--- src/rtl/core/mer_pkg.sv ---
// Package for the midpoint ellipse rasterizer: widths, codes, command and status types.
// Shared by mer_ctrl, mer_dpath and midpoint_ellipse_rasterizer_unit; depends on nothing.
package mer_pkg;

  // Field widths
  localparam int RADIUS_BITS = 10;
  localparam int COORD_BITS  = 11;
  localparam int OUT_BITS    = COORD_BITS + 2;
  localparam int SLOPE_BITS  = 32;
  localparam int DEC_BITS    = 44;
  localparam int SQ_BITS     = 2 * RADIUS_BITS;

  // Shared multiplier: widest use is ry^2 * (2x+1) on the A side
  localparam int TX_BITS    = RADIUS_BITS + 1;
  localparam int MUL_A_BITS = SQ_BITS + TX_BITS;
  localparam int MUL_B_BITS = SQ_BITS;
  localparam int PROD_BITS  = MUL_A_BITS + MUL_B_BITS;

  // Stream widths
  localparam int IN_FIELD_BITS  = 2 * COORD_BITS + 2 * RADIUS_BITS;
  localparam int IN_TDATA_BITS  = ((IN_FIELD_BITS + 7) / 8) * 8;
  localparam int OUT_TDATA_BITS = ((4 * OUT_BITS + 7) / 8) * 8;
  localparam int OUT_TUSER_BITS = 3;

  // Action codes carried in the input tuser
  localparam logic ACT_START = 1'b0;
  localparam logic ACT_STEP  = 1'b1;

  // Region codes of the result
  localparam logic [1:0] REGION_NONE = 2'd0;
  localparam logic [1:0] REGION_ONE  = 2'd1;
  localparam logic [1:0] REGION_TWO  = 2'd2;

  typedef enum logic [4:0] {
    ST_IDLE,
    ST_START_RXSQ,
    ST_START_RYSQ,
    ST_START_PROD,
    ST_START_P1,
    ST_START_EMIT,
    ST_SW_TXA,
    ST_SW_TXB,
    ST_SW_YMA,
    ST_SW_YMB,
    ST_SW_RR,
    ST_SW_SUB,
    ST_SW_ROUND,
    ST_MOVE,
    ST_DEC,
    ST_ZERO
  } state_e;

  typedef enum logic [2:0] {
    MA_RX,
    MA_RY,
    MA_RX_SQ,
    MA_RY_SQ,
    MA_PROD
  } mul_a_e;

  typedef enum logic [2:0] {
    MB_RX,
    MB_RY,
    MB_TX,
    MB_YM,
    MB_RY_SQ
  } mul_b_e;

  typedef enum logic [1:0] {
    MD_NONE,
    MD_RX_SQ,
    MD_RY_SQ,
    MD_PROD
  } mul_dst_e;

  typedef enum logic [2:0] {
    ACC_NONE,
    ACC_INIT_P1,
    ACC_LOAD_PROD,
    ACC_ADD4,
    ACC_SUB4
  } acc_op_e;

  typedef enum logic [1:0] {
    EMIT_NONE,
    EMIT_POINT,
    EMIT_ZERO
  } emit_e;

  typedef struct packed {
    logic     ld_in;
    mul_a_e   mul_a;
    mul_b_e   mul_b;
    mul_dst_e mul_dst;
    acc_op_e  acc_op;
    logic     dec_round;
    logic     step_move;
    logic     dec_update;
    emit_e    emit;
  } dp_cmd_t;

  typedef struct packed {
    logic active;
    logic switch_needed;
    logic out_free;
  } dp_sts_t;

endpackage

--- src/rtl/core/mer_ctrl.sv ---
// Sequencer of the ellipse rasterizer: input handshake and the command schedule.
// Depends on mer_pkg; drives mer_dpath through dp_cmd_t and reads dp_sts_t.
module mer_ctrl (
  input  logic            clk_i,
  input  logic            rst_ni,
  input  logic            s_tvalid_i,
  input  logic            action_i,
  output logic            s_tready_o,
  input  mer_pkg::dp_sts_t sts_i,
  output mer_pkg::dp_cmd_t cmd_o
);
  import mer_pkg::*;

  state_e state_q, state_d;
  logic   accept;

  assign s_tready_o = (state_q == ST_IDLE);
  assign accept     = s_tvalid_i && s_tready_o;

  // State register
  always_ff @(posedge clk_i or negedge rst_ni) begin
    if (!rst_ni) begin
      state_q <= ST_IDLE;
    end else begin
      state_q <= state_d;
    end
  end

  // Next state and command
  always_comb begin
    state_d        = state_q;
    cmd_o          = '0;
    cmd_o.mul_a    = MA_RX;
    cmd_o.mul_b    = MB_RX;
    cmd_o.mul_dst  = MD_NONE;
    cmd_o.acc_op   = ACC_NONE;
    cmd_o.emit     = EMIT_NONE;
    case (state_q)
      ST_IDLE: begin
        if (accept) begin
          if (action_i == ACT_START) begin
            cmd_o.ld_in = 1'b1;
            state_d     = ST_START_RXSQ;
          end else if (!sts_i.active) begin
            state_d = ST_ZERO;
          end else if (sts_i.switch_needed) begin
            state_d = ST_SW_TXA;
          end else begin
            cmd_o.step_move = 1'b1;
            state_d         = ST_DEC;
          end
        end
      end
      ST_START_RXSQ: begin
        cmd_o.mul_a   = MA_RX;
        cmd_o.mul_b   = MB_RX;
        cmd_o.mul_dst = MD_RX_SQ;
        state_d       = ST_START_RYSQ;
      end
      ST_START_RYSQ: begin
        cmd_o.mul_a   = MA_RY;
        cmd_o.mul_b   = MB_RY;
        cmd_o.mul_dst = MD_RY_SQ;
        state_d       = ST_START_PROD;
      end
      ST_START_PROD: begin
        cmd_o.mul_a   = MA_RX_SQ;
        cmd_o.mul_b   = MB_RY;
        cmd_o.mul_dst = MD_PROD;
        state_d       = ST_START_P1;
      end
      ST_START_P1: begin
        cmd_o.acc_op = ACC_INIT_P1;
        state_d      = ST_START_EMIT;
      end
      ST_START_EMIT: begin
        // Hold until the output register can take the first point
        if (sts_i.out_free) begin
          cmd_o.dec_round = 1'b1;
          cmd_o.emit      = EMIT_POINT;
          state_d         = ST_IDLE;
        end
      end
      ST_SW_TXA: begin
        cmd_o.mul_a   = MA_RY_SQ;
        cmd_o.mul_b   = MB_TX;
        cmd_o.mul_dst = MD_PROD;
        state_d       = ST_SW_TXB;
      end
      ST_SW_TXB: begin
        cmd_o.mul_a   = MA_PROD;
        cmd_o.mul_b   = MB_TX;
        cmd_o.mul_dst = MD_PROD;
        state_d       = ST_SW_YMA;
      end
      ST_SW_YMA: begin
        cmd_o.acc_op  = ACC_LOAD_PROD;
        cmd_o.mul_a   = MA_RX_SQ;
        cmd_o.mul_b   = MB_YM;
        cmd_o.mul_dst = MD_PROD;
        state_d       = ST_SW_YMB;
      end
      ST_SW_YMB: begin
        cmd_o.mul_a   = MA_PROD;
        cmd_o.mul_b   = MB_YM;
        cmd_o.mul_dst = MD_PROD;
        state_d       = ST_SW_RR;
      end
      ST_SW_RR: begin
        cmd_o.acc_op  = ACC_ADD4;
        cmd_o.mul_a   = MA_RX_SQ;
        cmd_o.mul_b   = MB_RY_SQ;
        cmd_o.mul_dst = MD_PROD;
        state_d       = ST_SW_SUB;
      end
      ST_SW_SUB: begin
        cmd_o.acc_op = ACC_SUB4;
        state_d      = ST_SW_ROUND;
      end
      ST_SW_ROUND: begin
        cmd_o.dec_round = 1'b1;
        state_d         = ST_MOVE;
      end
      ST_MOVE: begin
        cmd_o.step_move = 1'b1;
        state_d         = ST_DEC;
      end
      ST_DEC: begin
        if (sts_i.out_free) begin
          cmd_o.dec_update = 1'b1;
          cmd_o.emit       = EMIT_POINT;
          state_d          = ST_IDLE;
        end
      end
      ST_ZERO: begin
        if (sts_i.out_free) begin
          cmd_o.emit = EMIT_ZERO;
          state_d    = ST_IDLE;
        end
      end
      default: begin
        state_d = ST_IDLE;
      end
    endcase
  end

  // A result is only written into a free output register
  assert property (@(posedge clk_i) disable iff (!rst_ni)
    (cmd_o.emit != EMIT_NONE) |-> sts_i.out_free)
    else $error("emit while output register busy");

  // An accepted transaction always leaves the idle state
  assert property (@(posedge clk_i) disable iff (!rst_ni)
    accept |=> (state_q != ST_IDLE))
    else $error("accepted transaction not started");

  // The region switch sequence only begins on an active quadrant
  assert property (@(posedge clk_i) disable iff (!rst_ni)
    (state_q == ST_SW_TXA) |-> $past(sts_i.active && sts_i.switch_needed))
    else $error("region switch without cause");

endmodule

--- src/rtl/core/mer_dpath.sv ---
// Datapath of the ellipse rasterizer: held item, shared multiplier, slope terms,
// decision value and the output register. Depends on mer_pkg; commanded by mer_ctrl.
module mer_dpath (
  input  logic                                 clk_i,
  input  logic                                 rst_ni,
  input  logic [mer_pkg::IN_TDATA_BITS-1:0]    s_tdata_i,
  input  mer_pkg::dp_cmd_t                      cmd_i,
  output mer_pkg::dp_sts_t                      sts_o,
  input  logic                                 m_tready_i,
  output logic                                 m_tvalid_o,
  output logic [mer_pkg::OUT_TDATA_BITS-1:0]   m_tdata_o,
  output logic [mer_pkg::OUT_TUSER_BITS-1:0]   m_tuser_o,
  output logic                                 m_tlast_o
);
  import mer_pkg::*;

  localparam int CY_LO = COORD_BITS;
  localparam int RX_LO = 2 * COORD_BITS;
  localparam int RY_LO = 2 * COORD_BITS + RADIUS_BITS;

  logic [COORD_BITS-1:0]  cx_q, cy_q;
  logic [RADIUS_BITS-1:0] rx_q;
  logic [RADIUS_BITS-1:0] ox_q, oy_q;
  logic [SQ_BITS-1:0]     rx_sq_q, ry_sq_q;
  logic [SLOPE_BITS-1:0]  sx_q, sy_q;
  logic [DEC_BITS-1:0]    dec_q, acc_q;
  logic [PROD_BITS-1:0]   prod_q;
  logic                   in_r2_q, active_q;
  logic                   mvx_q, mvy_q;

  logic [MUL_A_BITS-1:0]  mul_a;
  logic [MUL_B_BITS-1:0]  mul_b;
  logic [PROD_BITS-1:0]   mul_p;
  logic [TX_BITS-1:0]     tx;
  logic [RADIUS_BITS-1:0] ym;
  logic [DEC_BITS-1:0]    quad_prod;
  logic [DEC_BITS:0]      rnd_sum;
  logic [DEC_BITS-1:0]    rnd_val;
  logic [DEC_BITS-1:0]    delta;
  logic                   dec_neg, dec_pos;
  logic                   move_x, move_y;

  logic                       out_valid_q;
  logic [OUT_TDATA_BITS-1:0]  out_data_q;
  logic [OUT_TUSER_BITS-1:0]  out_user_q;
  logic                       out_last_q;
  logic [OUT_BITS-1:0]        x_plus, x_minus, y_plus, y_minus;

  // Operands of the switch-point decision value
  assign tx = {ox_q, 1'b1};
  assign ym = (oy_q == '0) ? '0 : oy_q - 1'b1;

  // Shared multiplier operand selection
  always_comb begin
    case (cmd_i.mul_a)
      MA_RX:    mul_a = MUL_A_BITS'(rx_q);
      MA_RY:    mul_a = MUL_A_BITS'(oy_q);
      MA_RX_SQ: mul_a = MUL_A_BITS'(rx_sq_q);
      MA_RY_SQ: mul_a = MUL_A_BITS'(ry_sq_q);
      MA_PROD:  mul_a = prod_q[MUL_A_BITS-1:0];
      default:  mul_a = '0;
    endcase
    case (cmd_i.mul_b)
      MB_RX:    mul_b = MUL_B_BITS'(rx_q);
      MB_RY:    mul_b = MUL_B_BITS'(oy_q);
      MB_TX:    mul_b = MUL_B_BITS'(tx);
      MB_YM:    mul_b = MUL_B_BITS'(ym);
      MB_RY_SQ: mul_b = ry_sq_q;
      default:  mul_b = '0;
    endcase
  end

  assign mul_p = PROD_BITS'(mul_a) * PROD_BITS'(mul_b);

  // Rounded quarter of the accumulator, half away from zero
  assign quad_prod = {prod_q[DEC_BITS-3:0], 2'b00};
  assign rnd_sum   = {acc_q[DEC_BITS-1], acc_q}
                   + (acc_q[DEC_BITS-1] ? (DEC_BITS+1)'(1) : (DEC_BITS+1)'(2));
  assign rnd_val   = {rnd_sum[DEC_BITS], rnd_sum[DEC_BITS:2]};

  // Midpoint move choice
  assign dec_neg = dec_q[DEC_BITS-1];
  assign dec_pos = !dec_neg && (dec_q != '0);
  assign move_x  = in_r2_q ? !dec_pos : 1'b1;
  assign move_y  = in_r2_q ? 1'b1 : !dec_neg;

  // Decision increment from the updated slope terms
  assign delta = (in_r2_q ? DEC_BITS'(rx_sq_q) : DEC_BITS'(ry_sq_q))
               + (mvx_q ? DEC_BITS'(sx_q) : '0)
               - (mvy_q ? DEC_BITS'(sy_q) : '0);

  // Working registers
  always_ff @(posedge clk_i) begin
    if (cmd_i.ld_in) begin
      cx_q <= s_tdata_i[CY_LO-1:0];
      cy_q <= s_tdata_i[RX_LO-1:CY_LO];
      rx_q <= s_tdata_i[RY_LO-1:RX_LO];
      oy_q <= s_tdata_i[RY_LO+RADIUS_BITS-1:RY_LO];
      ox_q <= '0;
      sx_q <= '0;
    end
    case (cmd_i.mul_dst)
      MD_RX_SQ: rx_sq_q <= mul_p[SQ_BITS-1:0];
      MD_RY_SQ: ry_sq_q <= mul_p[SQ_BITS-1:0];
      MD_PROD:  prod_q  <= mul_p;
      default:  ;
    endcase
    case (cmd_i.acc_op)
      ACC_INIT_P1: begin
        acc_q <= DEC_BITS'({ry_sq_q, 2'b00}) - quad_prod + DEC_BITS'(rx_sq_q);
        sy_q  <= SLOPE_BITS'({prod_q, 1'b0});
      end
      ACC_LOAD_PROD: acc_q <= prod_q[DEC_BITS-1:0];
      ACC_ADD4:      acc_q <= acc_q + quad_prod;
      ACC_SUB4:      acc_q <= acc_q - quad_prod;
      default:       ;
    endcase
    // Advance the offsets and slope terms
    if (cmd_i.step_move) begin
      mvx_q <= move_x;
      mvy_q <= move_y;
      if (move_x) begin
        if (ox_q != '1) ox_q <= ox_q + 1'b1;
        sx_q <= sx_q + SLOPE_BITS'({ry_sq_q, 1'b0});
      end
      if (move_y) begin
        if (oy_q != '0) oy_q <= oy_q - 1'b1;
        sy_q <= sy_q - SLOPE_BITS'({rx_sq_q, 1'b0});
      end
    end
    if (cmd_i.dec_round) begin
      dec_q <= rnd_val;
    end else if (cmd_i.dec_update) begin
      dec_q <= dec_q + delta;
    end
  end

  // Region and activity flags; only the switch rounding (no point written) enters region two
  always_ff @(posedge clk_i or negedge rst_ni) begin
    if (!rst_ni) begin
      in_r2_q  <= 1'b0;
      active_q <= 1'b0;
    end else begin
      if (cmd_i.ld_in) begin
        in_r2_q <= 1'b0;
      end else if (cmd_i.dec_round && (cmd_i.emit == EMIT_NONE) && active_q) begin
        in_r2_q <= 1'b1;
      end
      if (cmd_i.emit == EMIT_POINT) begin
        active_q <= (oy_q != '0);
      end
    end
  end

  // Mirrored coordinates
  assign x_plus  = OUT_BITS'(cx_q) + OUT_BITS'(ox_q);
  assign x_minus = OUT_BITS'(cx_q) - OUT_BITS'(ox_q);
  assign y_plus  = OUT_BITS'(cy_q) + OUT_BITS'(oy_q);
  assign y_minus = OUT_BITS'(cy_q) - OUT_BITS'(oy_q);

  // Output register: hold until taken
  always_ff @(posedge clk_i or negedge rst_ni) begin
    if (!rst_ni) begin
      out_valid_q <= 1'b0;
    end else if (cmd_i.emit != EMIT_NONE) begin
      out_valid_q <= 1'b1;
    end else if (m_tready_i) begin
      out_valid_q <= 1'b0;
    end
  end

  always_ff @(posedge clk_i) begin
    case (cmd_i.emit)
      EMIT_POINT: begin
        out_data_q <= OUT_TDATA_BITS'({y_minus, y_plus, x_minus, x_plus});
        out_user_q <= {1'b1, (in_r2_q ? REGION_TWO : REGION_ONE)};
        out_last_q <= (oy_q == '0);
      end
      EMIT_ZERO: begin
        out_data_q <= '0;
        out_user_q <= {1'b0, REGION_NONE};
        out_last_q <= 1'b0;
      end
      default: ;
    endcase
  end

  assign m_tvalid_o = out_valid_q;
  assign m_tdata_o  = out_data_q;
  assign m_tuser_o  = out_user_q;
  assign m_tlast_o  = out_last_q;

  assign sts_o.active        = active_q;
  assign sts_o.switch_needed = active_q && !in_r2_q && !(sx_q < sy_q);
  assign sts_o.out_free      = !out_valid_q || m_tready_i;

  // Offsets only move while a quadrant is being drawn
  assert property (@(posedge clk_i) disable iff (!rst_ni)
    cmd_i.step_move |-> active_q)
    else $error("offset step while idle");

  // A point with zero vertical offset closes the quadrant
  assert property (@(posedge clk_i) disable iff (!rst_ni)
    ((cmd_i.emit == EMIT_POINT) && (oy_q == '0)) |=> !active_q)
    else $error("quadrant not closed on last point");

  // Region two is entered once per quadrant
  assert property (@(posedge clk_i) disable iff (!rst_ni)
    (cmd_i.dec_round && (cmd_i.emit == EMIT_NONE)) |-> !in_r2_q)
    else $error("second region switch");

endmodule

--- src/rtl/core/midpoint_ellipse_rasterizer_unit.sv ---
// Top level of the midpoint ellipse rasterizer: stream ports around sequencer and datapath.
// Depends on mer_pkg, mer_ctrl and mer_dpath.
//
//  channel  | direction | tdata (low bit up)                        | tuser / tlast
//  ---------+-----------+-------------------------------------------+---------------------------
//  s_axis   | in        | center_x, center_y, radius_x, radius_y    | tuser: action
//  m_axis   | out       | x_plus, x_minus, y_plus, y_minus          | tuser: region, point_valid;
//           |           |                                           | tlast: last
//
// Ordinary step: accept, then decision update and output write.
// Start and the step that enters region two run through a sequence of states that
// use the one shared 31 x 20 multiplier in turn for the squares and products.
// Step while idle or finished: accept, then a zero result. One transaction is in work at a time.
// The output register holds a result until taken; a stalled output delays only the
// final state of the next transaction. Reset clears the sequencer and flags at once.
module midpoint_ellipse_rasterizer_unit (
  input  logic                                clk_i,
  input  logic                                rst_ni,
  input  logic                                s_axis_tvalid,
  output logic                                s_axis_tready,
  input  logic [mer_pkg::IN_TDATA_BITS-1:0]   s_axis_tdata,  // center_x, center_y, radius_x, radius_y, pad
  input  logic                                s_axis_tuser,  // action
  output logic                                m_axis_tvalid,
  input  logic                                m_axis_tready,
  output logic [mer_pkg::OUT_TDATA_BITS-1:0]  m_axis_tdata,  // x_plus, x_minus, y_plus, y_minus, pad
  output logic [mer_pkg::OUT_TUSER_BITS-1:0]  m_axis_tuser,  // region[1:0], point_valid
  output logic                                m_axis_tlast
);
  import mer_pkg::*;

  dp_cmd_t cmd;
  dp_sts_t sts;

  mer_ctrl u_ctrl (
    .clk_i      (clk_i),
    .rst_ni     (rst_ni),
    .s_tvalid_i (s_axis_tvalid),
    .action_i   (s_axis_tuser),
    .s_tready_o (s_axis_tready),
    .sts_i      (sts),
    .cmd_o      (cmd)
  );

  mer_dpath u_dpath (
    .clk_i      (clk_i),
    .rst_ni     (rst_ni),
    .s_tdata_i  (s_axis_tdata),
    .cmd_i      (cmd),
    .sts_o      (sts),
    .m_tready_i (m_axis_tready),
    .m_tvalid_o (m_axis_tvalid),
    .m_tdata_o  (m_axis_tdata),
    .m_tuser_o  (m_axis_tuser),
    .m_tlast_o  (m_axis_tlast)
  );

endmodule
--- config.mk ---
export PLATFORM = sky130hd
export DESIGN_NAME = midpoint_ellipse_rasterizer_unit
export DESIGN_NICKNAME = d
export VERILOG_FILES = /design/src/rtl/core/mer_pkg.sv /design/src/rtl/core/mer_ctrl.sv /design/src/rtl/core/mer_dpath.sv /design/src/rtl/core/midpoint_ellipse_rasterizer_unit.sv
export SDC_FILE = /design/constraint.sdc
export NUM_CORES = 2
export LEC_CHECK = 0
export BUFFER_PORTS_ARGS = -buffer_cell sky130_fd_sc_hd__buf_2
export CAP_MARGIN = 20
export CORE_MARGIN = 3
export CORE_UTILIZATION = 55
export DETAILED_ROUTE_END_ITERATION = 10
export PLACE_DENSITY_LB_ADDON = 0.1
export REMOVE_ABC_BUFFERS = 1
export SYNTH_ARGS = -nofsm -noshare
export SYNTH_HDL_FRONTEND = slang
export SYNTH_SLANG_ARGS = --single-unit
--- constraint.sdc ---
create_clock -name clk_i -period 10.43 [get_ports clk_i]
set_input_delay 2.086 -clock clk_i [delete_from_list [all_inputs] [get_ports clk_i]]
set_output_delay 2.086 -clock clk_i [all_outputs]
set_load 0.1 [all_outputs]
* Yosys cells after proc, flatten, opt, wreduce, memory -nomap -nowiden
Index checks and enable logic that the tools add are counted.
** Storage, ports and cells
- Memory bits (writable) :: 0
- Logic and storage cells :: 158
- Register bits :: 358
- Output and inout bits :: 62
- Bits in latches :: 0
- Bits in read-only memories :: 0
- Input bits :: 53
- Memories kept :: 0
** Cells by class
- Order comparisons :: 1
- Reductions and logical operators :: 27
- Shifts and indexed selects :: 0
- Div/mod/pow operators :: 0
- Equality and inequality tests :: 35
- Add/sub/neg operators :: 16
- Bitwise logic cells :: 0
- $mul :: 1
- Mux-type cells :: 57
** Operator list (count)
- 32-bit 2-to-1 mux :: 8
- 44-bit one-hot mux with 4 select lines :: 1
- 31-bit one-hot mux with 5 select lines :: 1
- 44-bit adder :: 3
- 56-bit one-hot mux with 2 select lines :: 1
- 20-bit one-hot mux with 5 select lines :: 1
- 10-bit 2-to-1 mux :: 9
- 44-bit 2-to-1 mux :: 2
- 44-bit subtractor :: 2
- 5-bit one-hot mux with 14 select lines :: 1
- 8-bit one-hot mux with 8 select lines :: 1
- 45-bit adder :: 1
- 44-bit by 20-bit adder with 44-bit output :: 1
- 31-bit by 20-bit multiplier with 44-bit output :: 1
- 44-bit nonzero test :: 1
- 22-bit by 44-bit subtractor with 44-bit output :: 1
- 5-bit by 4-bit == test with 1-bit output, second input constant :: 8
- 32-bit by 21-bit adder with 32-bit output :: 1
- 32-bit < comparator :: 1
- 32-bit by 21-bit subtractor with 32-bit output :: 1
- 11-bit by 10-bit adder with 12-bit output :: 2
- 11-bit by 10-bit subtractor with 12-bit output :: 2
- 5-bit by 3-bit == test with 1-bit output, second input constant :: 4
- 20-bit 2-to-1 mux :: 1
- other kinds (33) :: 82

* Depth between registers and ports, before layout
- Word-level depth :: 9
- Depth in mapped cells :: 38
- Gate-level depth less buffers :: 37

* Cells and area by module
Synthesis repeated with hierarchy kept, for this count alone.
** Unflattened totals
- Cell total of the unflattened synthesis :: 5479
- Area, all modules :: 47611.9 µm²
** Modules (own cells, without submodules)
- mer_dpath :: seq. area each 9464.1 µm², area each 47056.4 µm², instances 1, cells each 5401
- mer_ctrl :: seq. area each 100.1 µm², area each 555.5 µm², instances 1, cells each 78

* Worst setup path after synthesis
No wires, ideal clock.
- Path kind :: reg-to-reg
- From :: register u_ctrl.state_q[0]
- To :: register u_dpath.prod_q[34], data pin
- Clock period less this slack :: 8790 ps
- Arrival time :: 8531 ps
- Cell stages (with the launch flop) :: 33
- Setup slack :: 1640 ps
- Cells stage by stage :: dfrtp_1 -> clkbuf_1 -> nand2b_1 -> clkbuf_1 -> nor3_1 -> clkbuf_1 -> a22oi_1 -> nand4_1 -> clkbuf_1 -> nand2_1 -> fa_1 -> inv_1 -> fa_1 -> inv_1 -> fa_1 -> inv_1 -> fa_1 -> ha_1 -> fa_1 -> inv_1 -> fa_1 -> inv_1 -> ha_1 -> a21o_1 -> a21oi_1 -> nor2_1 -> o41a_1 -> a2111oi_2 -> nor4b_1 -> or2_2 -> a21o_1 -> a211oi_1 -> nor3_1
** Between the ends
- Cells in the longest elaborated chain, start to end :: 5
- Elaborated cells between the ends (all ways) :: 22
** RTL lines
- from (decl) :: line mer_ctrl.sv:14 : state_e state_q, state_d;
- from (signal assigned) :: line mer_ctrl.sv:25 : state_q <= state_d;
- 5-bit by 4-bit == test with 1-bit output, or another cell as far along :: line mer_ctrl.sv:38 : case (state_q)
- 8-bit one-hot mux with 8 select lines (*) :: line mer_ctrl.sv:38
- 3-bit == test, or another cell as far along :: line mer_dpath.sv:55 : case (cmd_i.mul_a)
- 31-bit one-hot mux with 5 select lines / 20-bit one-hot mux with 5 select lines (equally long branches) :: line mer_dpath.sv:55, mer_dpath.sv:63
- 31-bit by 20-bit multiplier with 44-bit output (*) :: line mer_dpath.sv:73 : assign mul_p = PROD_BITS'(mul_a) * PROD_BITS'(mul_b);
- via u_dpath.mul_p[34] :: line mer_dpath.sv:33 : logic [PROD_BITS-1:0] mul_p;
- to (signal assigned) :: line mer_dpath.sv:105 : MD_PROD: prod_q <= mul_p;
- to (decl) :: line mer_dpath.sv:27 : logic [PROD_BITS-1:0] prod_q;
The timed path passes the listed nets; every way through them passes the cells marked *.
A chain may end at the register's enable or synchronous reset.

* Worst setup path in the final report
- From :: register u_dpath.oy_q[1]
- To :: register u_dpath.prod_q[41], data pin
** Between the ends
- Cells in the longest elaborated chain, start to end :: 4
- Elaborated cells between the ends (all ways) :: 6
** RTL lines
- from (decl) :: line mer_dpath.sv:23 : logic [RADIUS_BITS-1:0] ox_q, oy_q;
- from (signal assigned) :: line mer_dpath.sv:98 : oy_q <= s_tdata_i[RY_LO+RADIUS_BITS-1:RY_LO];
- from (signal assigned) :: line mer_dpath.sv:127 : if (oy_q != '0) oy_q <= oy_q - 1'b1;
- 10-bit by 1-bit subtractor with 10-bit output / 10-bit zero test (equally long branches) :: line mer_dpath.sv:51 : assign ym = (oy_q == '0) ? '0 : oy_q - 1'b1;
- 10-bit 2-to-1 mux :: line mer_dpath.sv:51
- 20-bit one-hot mux with 5 select lines :: line mer_dpath.sv:63 : case (cmd_i.mul_b)
- 31-bit by 20-bit multiplier with 44-bit output (*) :: line mer_dpath.sv:73
- via u_dpath.mul_p[41] :: line mer_dpath.sv:33
Marked as above.

==> impl_metrics.tcl <==
set metrics [dict create \
    critical_path_arrival_ps 10240 \
    std_cell_rows 106 \
    yosysTopAreaCell "fa_1" \
    yosysMostFrequentCell "inv_1" \
    timing.slew.headroom_pct 19.4 \
    grt_pass1_vias 37400 \
    vias 38000 \
    diodes 0 \
    cts_buffers 44 \
    synth_edf_count 258 \
    worstMarginPinSlew_ps 1210 \
    layout-drive-gt1-share_pct 5.86 \
    htreeDepth 2 \
    final_hold_viol_count 0 \
    ios 115 \
    layout.cells.non_filler 6596 \
    synth_commonest_cells "906 x inv_1, 640 x nand2_1, 576 x fa_1, 433 x nor2_1, 377 x ha_1" \
    crit_path_frequent_cell "fa_1" \
    drc_errors 0 \
    crit_fanout 20 \
    root_buffer "clkbuf_16" \
    die_x_um 297 \
    dpl.cell_count 6513 \
    place_congestion 0.953 \
    tns_ps 0 \
    fin_ws_ps 508 \
    die_y_um 297 \
    drv_slew 0 \
    drtIter0Drc 3166 \
    core_area_sq_mm 0.0838 \
    synth_area_leaders "fa_1 25%, edfxtp_1 17%, ha_1 10%" \
    hp-class "reg -> reg" \
    synth.yosys.seq_area_share_pct 20.5 \
    area_growth_pct 7.82 \
    maxCapViolations 0 \
    max_freq_mhz 101 \
    clock_latency_ps 600 \
    finalCritPeriodShare_pct 95.1 \
    dp_hpwl_um 111000 \
    crit_path_start_kind "flip-flop" \
    max_stage_delay_ps 550 \
    initial_core_util_pct 55.6 \
    rsz0062_at_grt "false" \
    synth_cell_types 92 \
    synth_ff_type "edfxtp_1" \
    clk_transition_reported_paths_ps 60 \
    end_kind "flip-flop" \
    clk_path_buf_depth 3 \
    path_class "reg -> reg" \
    status "finished clean" \
    numPortBuffers 102 \
    final_net_count 6433 \
    fin_crit_ps 9920 \
    cts_tree "done" \
    fillers 7564 \
    worstPathRequired_ps 10750 \
    synth_area_sq_mm 0.0466 \
    die-area_sq_mm 0.0883 \
    wl_per_cell_um 20.8 \
    routed_wl_um 137000 \
    reg2reg_slack_ps 510 \
    grt_max_degree 61 \
    async_flop_share_pct 2.02 \
    dr.pass1.iters 6 \
    cts_sinks 347 \
    grt_usage_pct 30.7 \
    grt_pass1_wl_um 212000 \
    synthCells 5338 \
    grt.overflow.total 0 \
    whs_ps 502 \
    synthDominantCellAreaShare_pct 24.7 \
    antenna_found_initial 3 \
    syn_area_per_cell_sq_um 8.73 \
    finalSetupViolCount 0 \
    slowest_stage "fa_1" \
    place_ws_ps 558 \
    antenna_left 0 \
    yosys_warnings 0 \
    ys_seq_elements 347 \
    viasPerCell 5.76 \
    skew_ps 36.9 \
]
what timing repair did:
action	CTS	global route
setup buffers	0	0
endpoints found under the setup margin	0	2
endpoints found under the hold margin	0	0
gates resized for setup	0	1
hold buffers	0	0
logic make-up after synthesis:
family,share of synthesized area (%)
flip-flops,20.5
adder cells (fa/ha/maj),34.9
XOR/XNOR,5.09
AND/OR/NAND/NOR,15.8
AO/OA/AOI/OAI,13.5
other,0.0161
buffers and inverters,9.21
multiplexers,1.03
routing by layer:
metal / wire length [um] / share of wire [%] / global-route usage [%]
met1: 61000 / 44 / 45.1
met2: 59300 / 43 / 47.0
met3: 12000 / 8.7 / 4.55
met5: 13 / 0.0095 / 0
met4: 4980 / 3.6 / 9.78
critical path: cells and delay by family (launching register included):
kind | cells | cell delay (ps)
flops | 1 | 310
simple gates | 12 | 2450
xor+xnor | 1 | 90
compound gates | 7 | 1970
fa+ha+maj | 9 | 4100
buf+inv | 6 | 720
stage by stage:
| step | utilization (%) | area (sq um) |
|---|---|---|
| after floorplan | - | 46000 |
| after global placement | 58.1 | 48700 |
| after detailed placement | 58.1 | 48700 |
| after CTS | 59.9 | 50200 |
| after global routing | 60.0 | 50300 |
| final | 60.0 | 50300 |
final timing paths:
| path | start | end | depth (start not counted) |
|---|---|---|---|
| max in group asynchronous | rst_ni | u_ctrl.state_q[1] | 1 |
| min in group asynchronous | rst_ni | u_ctrl.state_q[2] | 1 |
| worst max register to register | u_dpath.oy_q[1] | u_dpath.prod_q[41] | 35 |
| worst min register to register | u_dpath.sx_q[1] | u_dpath.sx_q[1] | 2 |
| worst min-delay path | u_dpath.sx_q[1] | u_dpath.sx_q[1] | 2 |
| worst max-delay path | u_dpath.oy_q[1] | u_dpath.prod_q[41] | 35 |
cells in the final DEF, fill, tap and decap left out, types with 45 or more instances in the layout:
| master | n |
|---|---|
| xor2_1 | 111 |
| nand2_1 | 639 |
| xnor2_1 | 160 |
| dfxtp_1 | 82 |
| ha_1 | 375 |
| a21o_1 | 87 |
| nand4_1 | 48 |
| o21ai_0 | 206 |
| fa_1 | 576 |
| nand3_1 | 93 |
| buf_2 | 103 |
| nor3_1 | 81 |
| clkbuf_16 | 45 |
| a21oi_1 | 269 |
| inv_1 | 905 |
| nor2_1 | 431 |
| a22oi_1 | 46 |
| and2_1 | 78 |
| edfxtp_1 | 258 |
| buf_4 | 88 |
| mux2i_1 | 47 |
| conb_1 | 77 |
sequential cells by signal, indices dropped and copies added (netlist names), 11 cells and up:
register	count
u_dpath.sx_q	32
u_dpath.sy_q	32
u_dpath.prod_q	44
u_dpath.cx_q	11
u_dpath.acc_q	44
u_dpath.m_tdata_o	46
u_dpath.cy_q	11
u_dpath.dec_q	44
u_dpath.ry_sq_q	20
u_dpath.rx_sq_q	20
layout make-up:
cell class / instances / area, sq um / area share (%)
well taps: 1134 / 1420 / 2.82
multi-input cells: 3934 / 33100 / 65.9
repair buffers: 193 / 1220 / 2.42
clock inverters: 23 / 284 / 0.565
clock buffers: 58 / 1230 / 2.46
inverters: 907 / 3400 / 6.77
flip-flops and latches: 347 / 9560 / 19.0
Power is left out: the tool's default activity adds up to more than one toggle a clock period on the data nets, which glitch-free logic cannot reach.
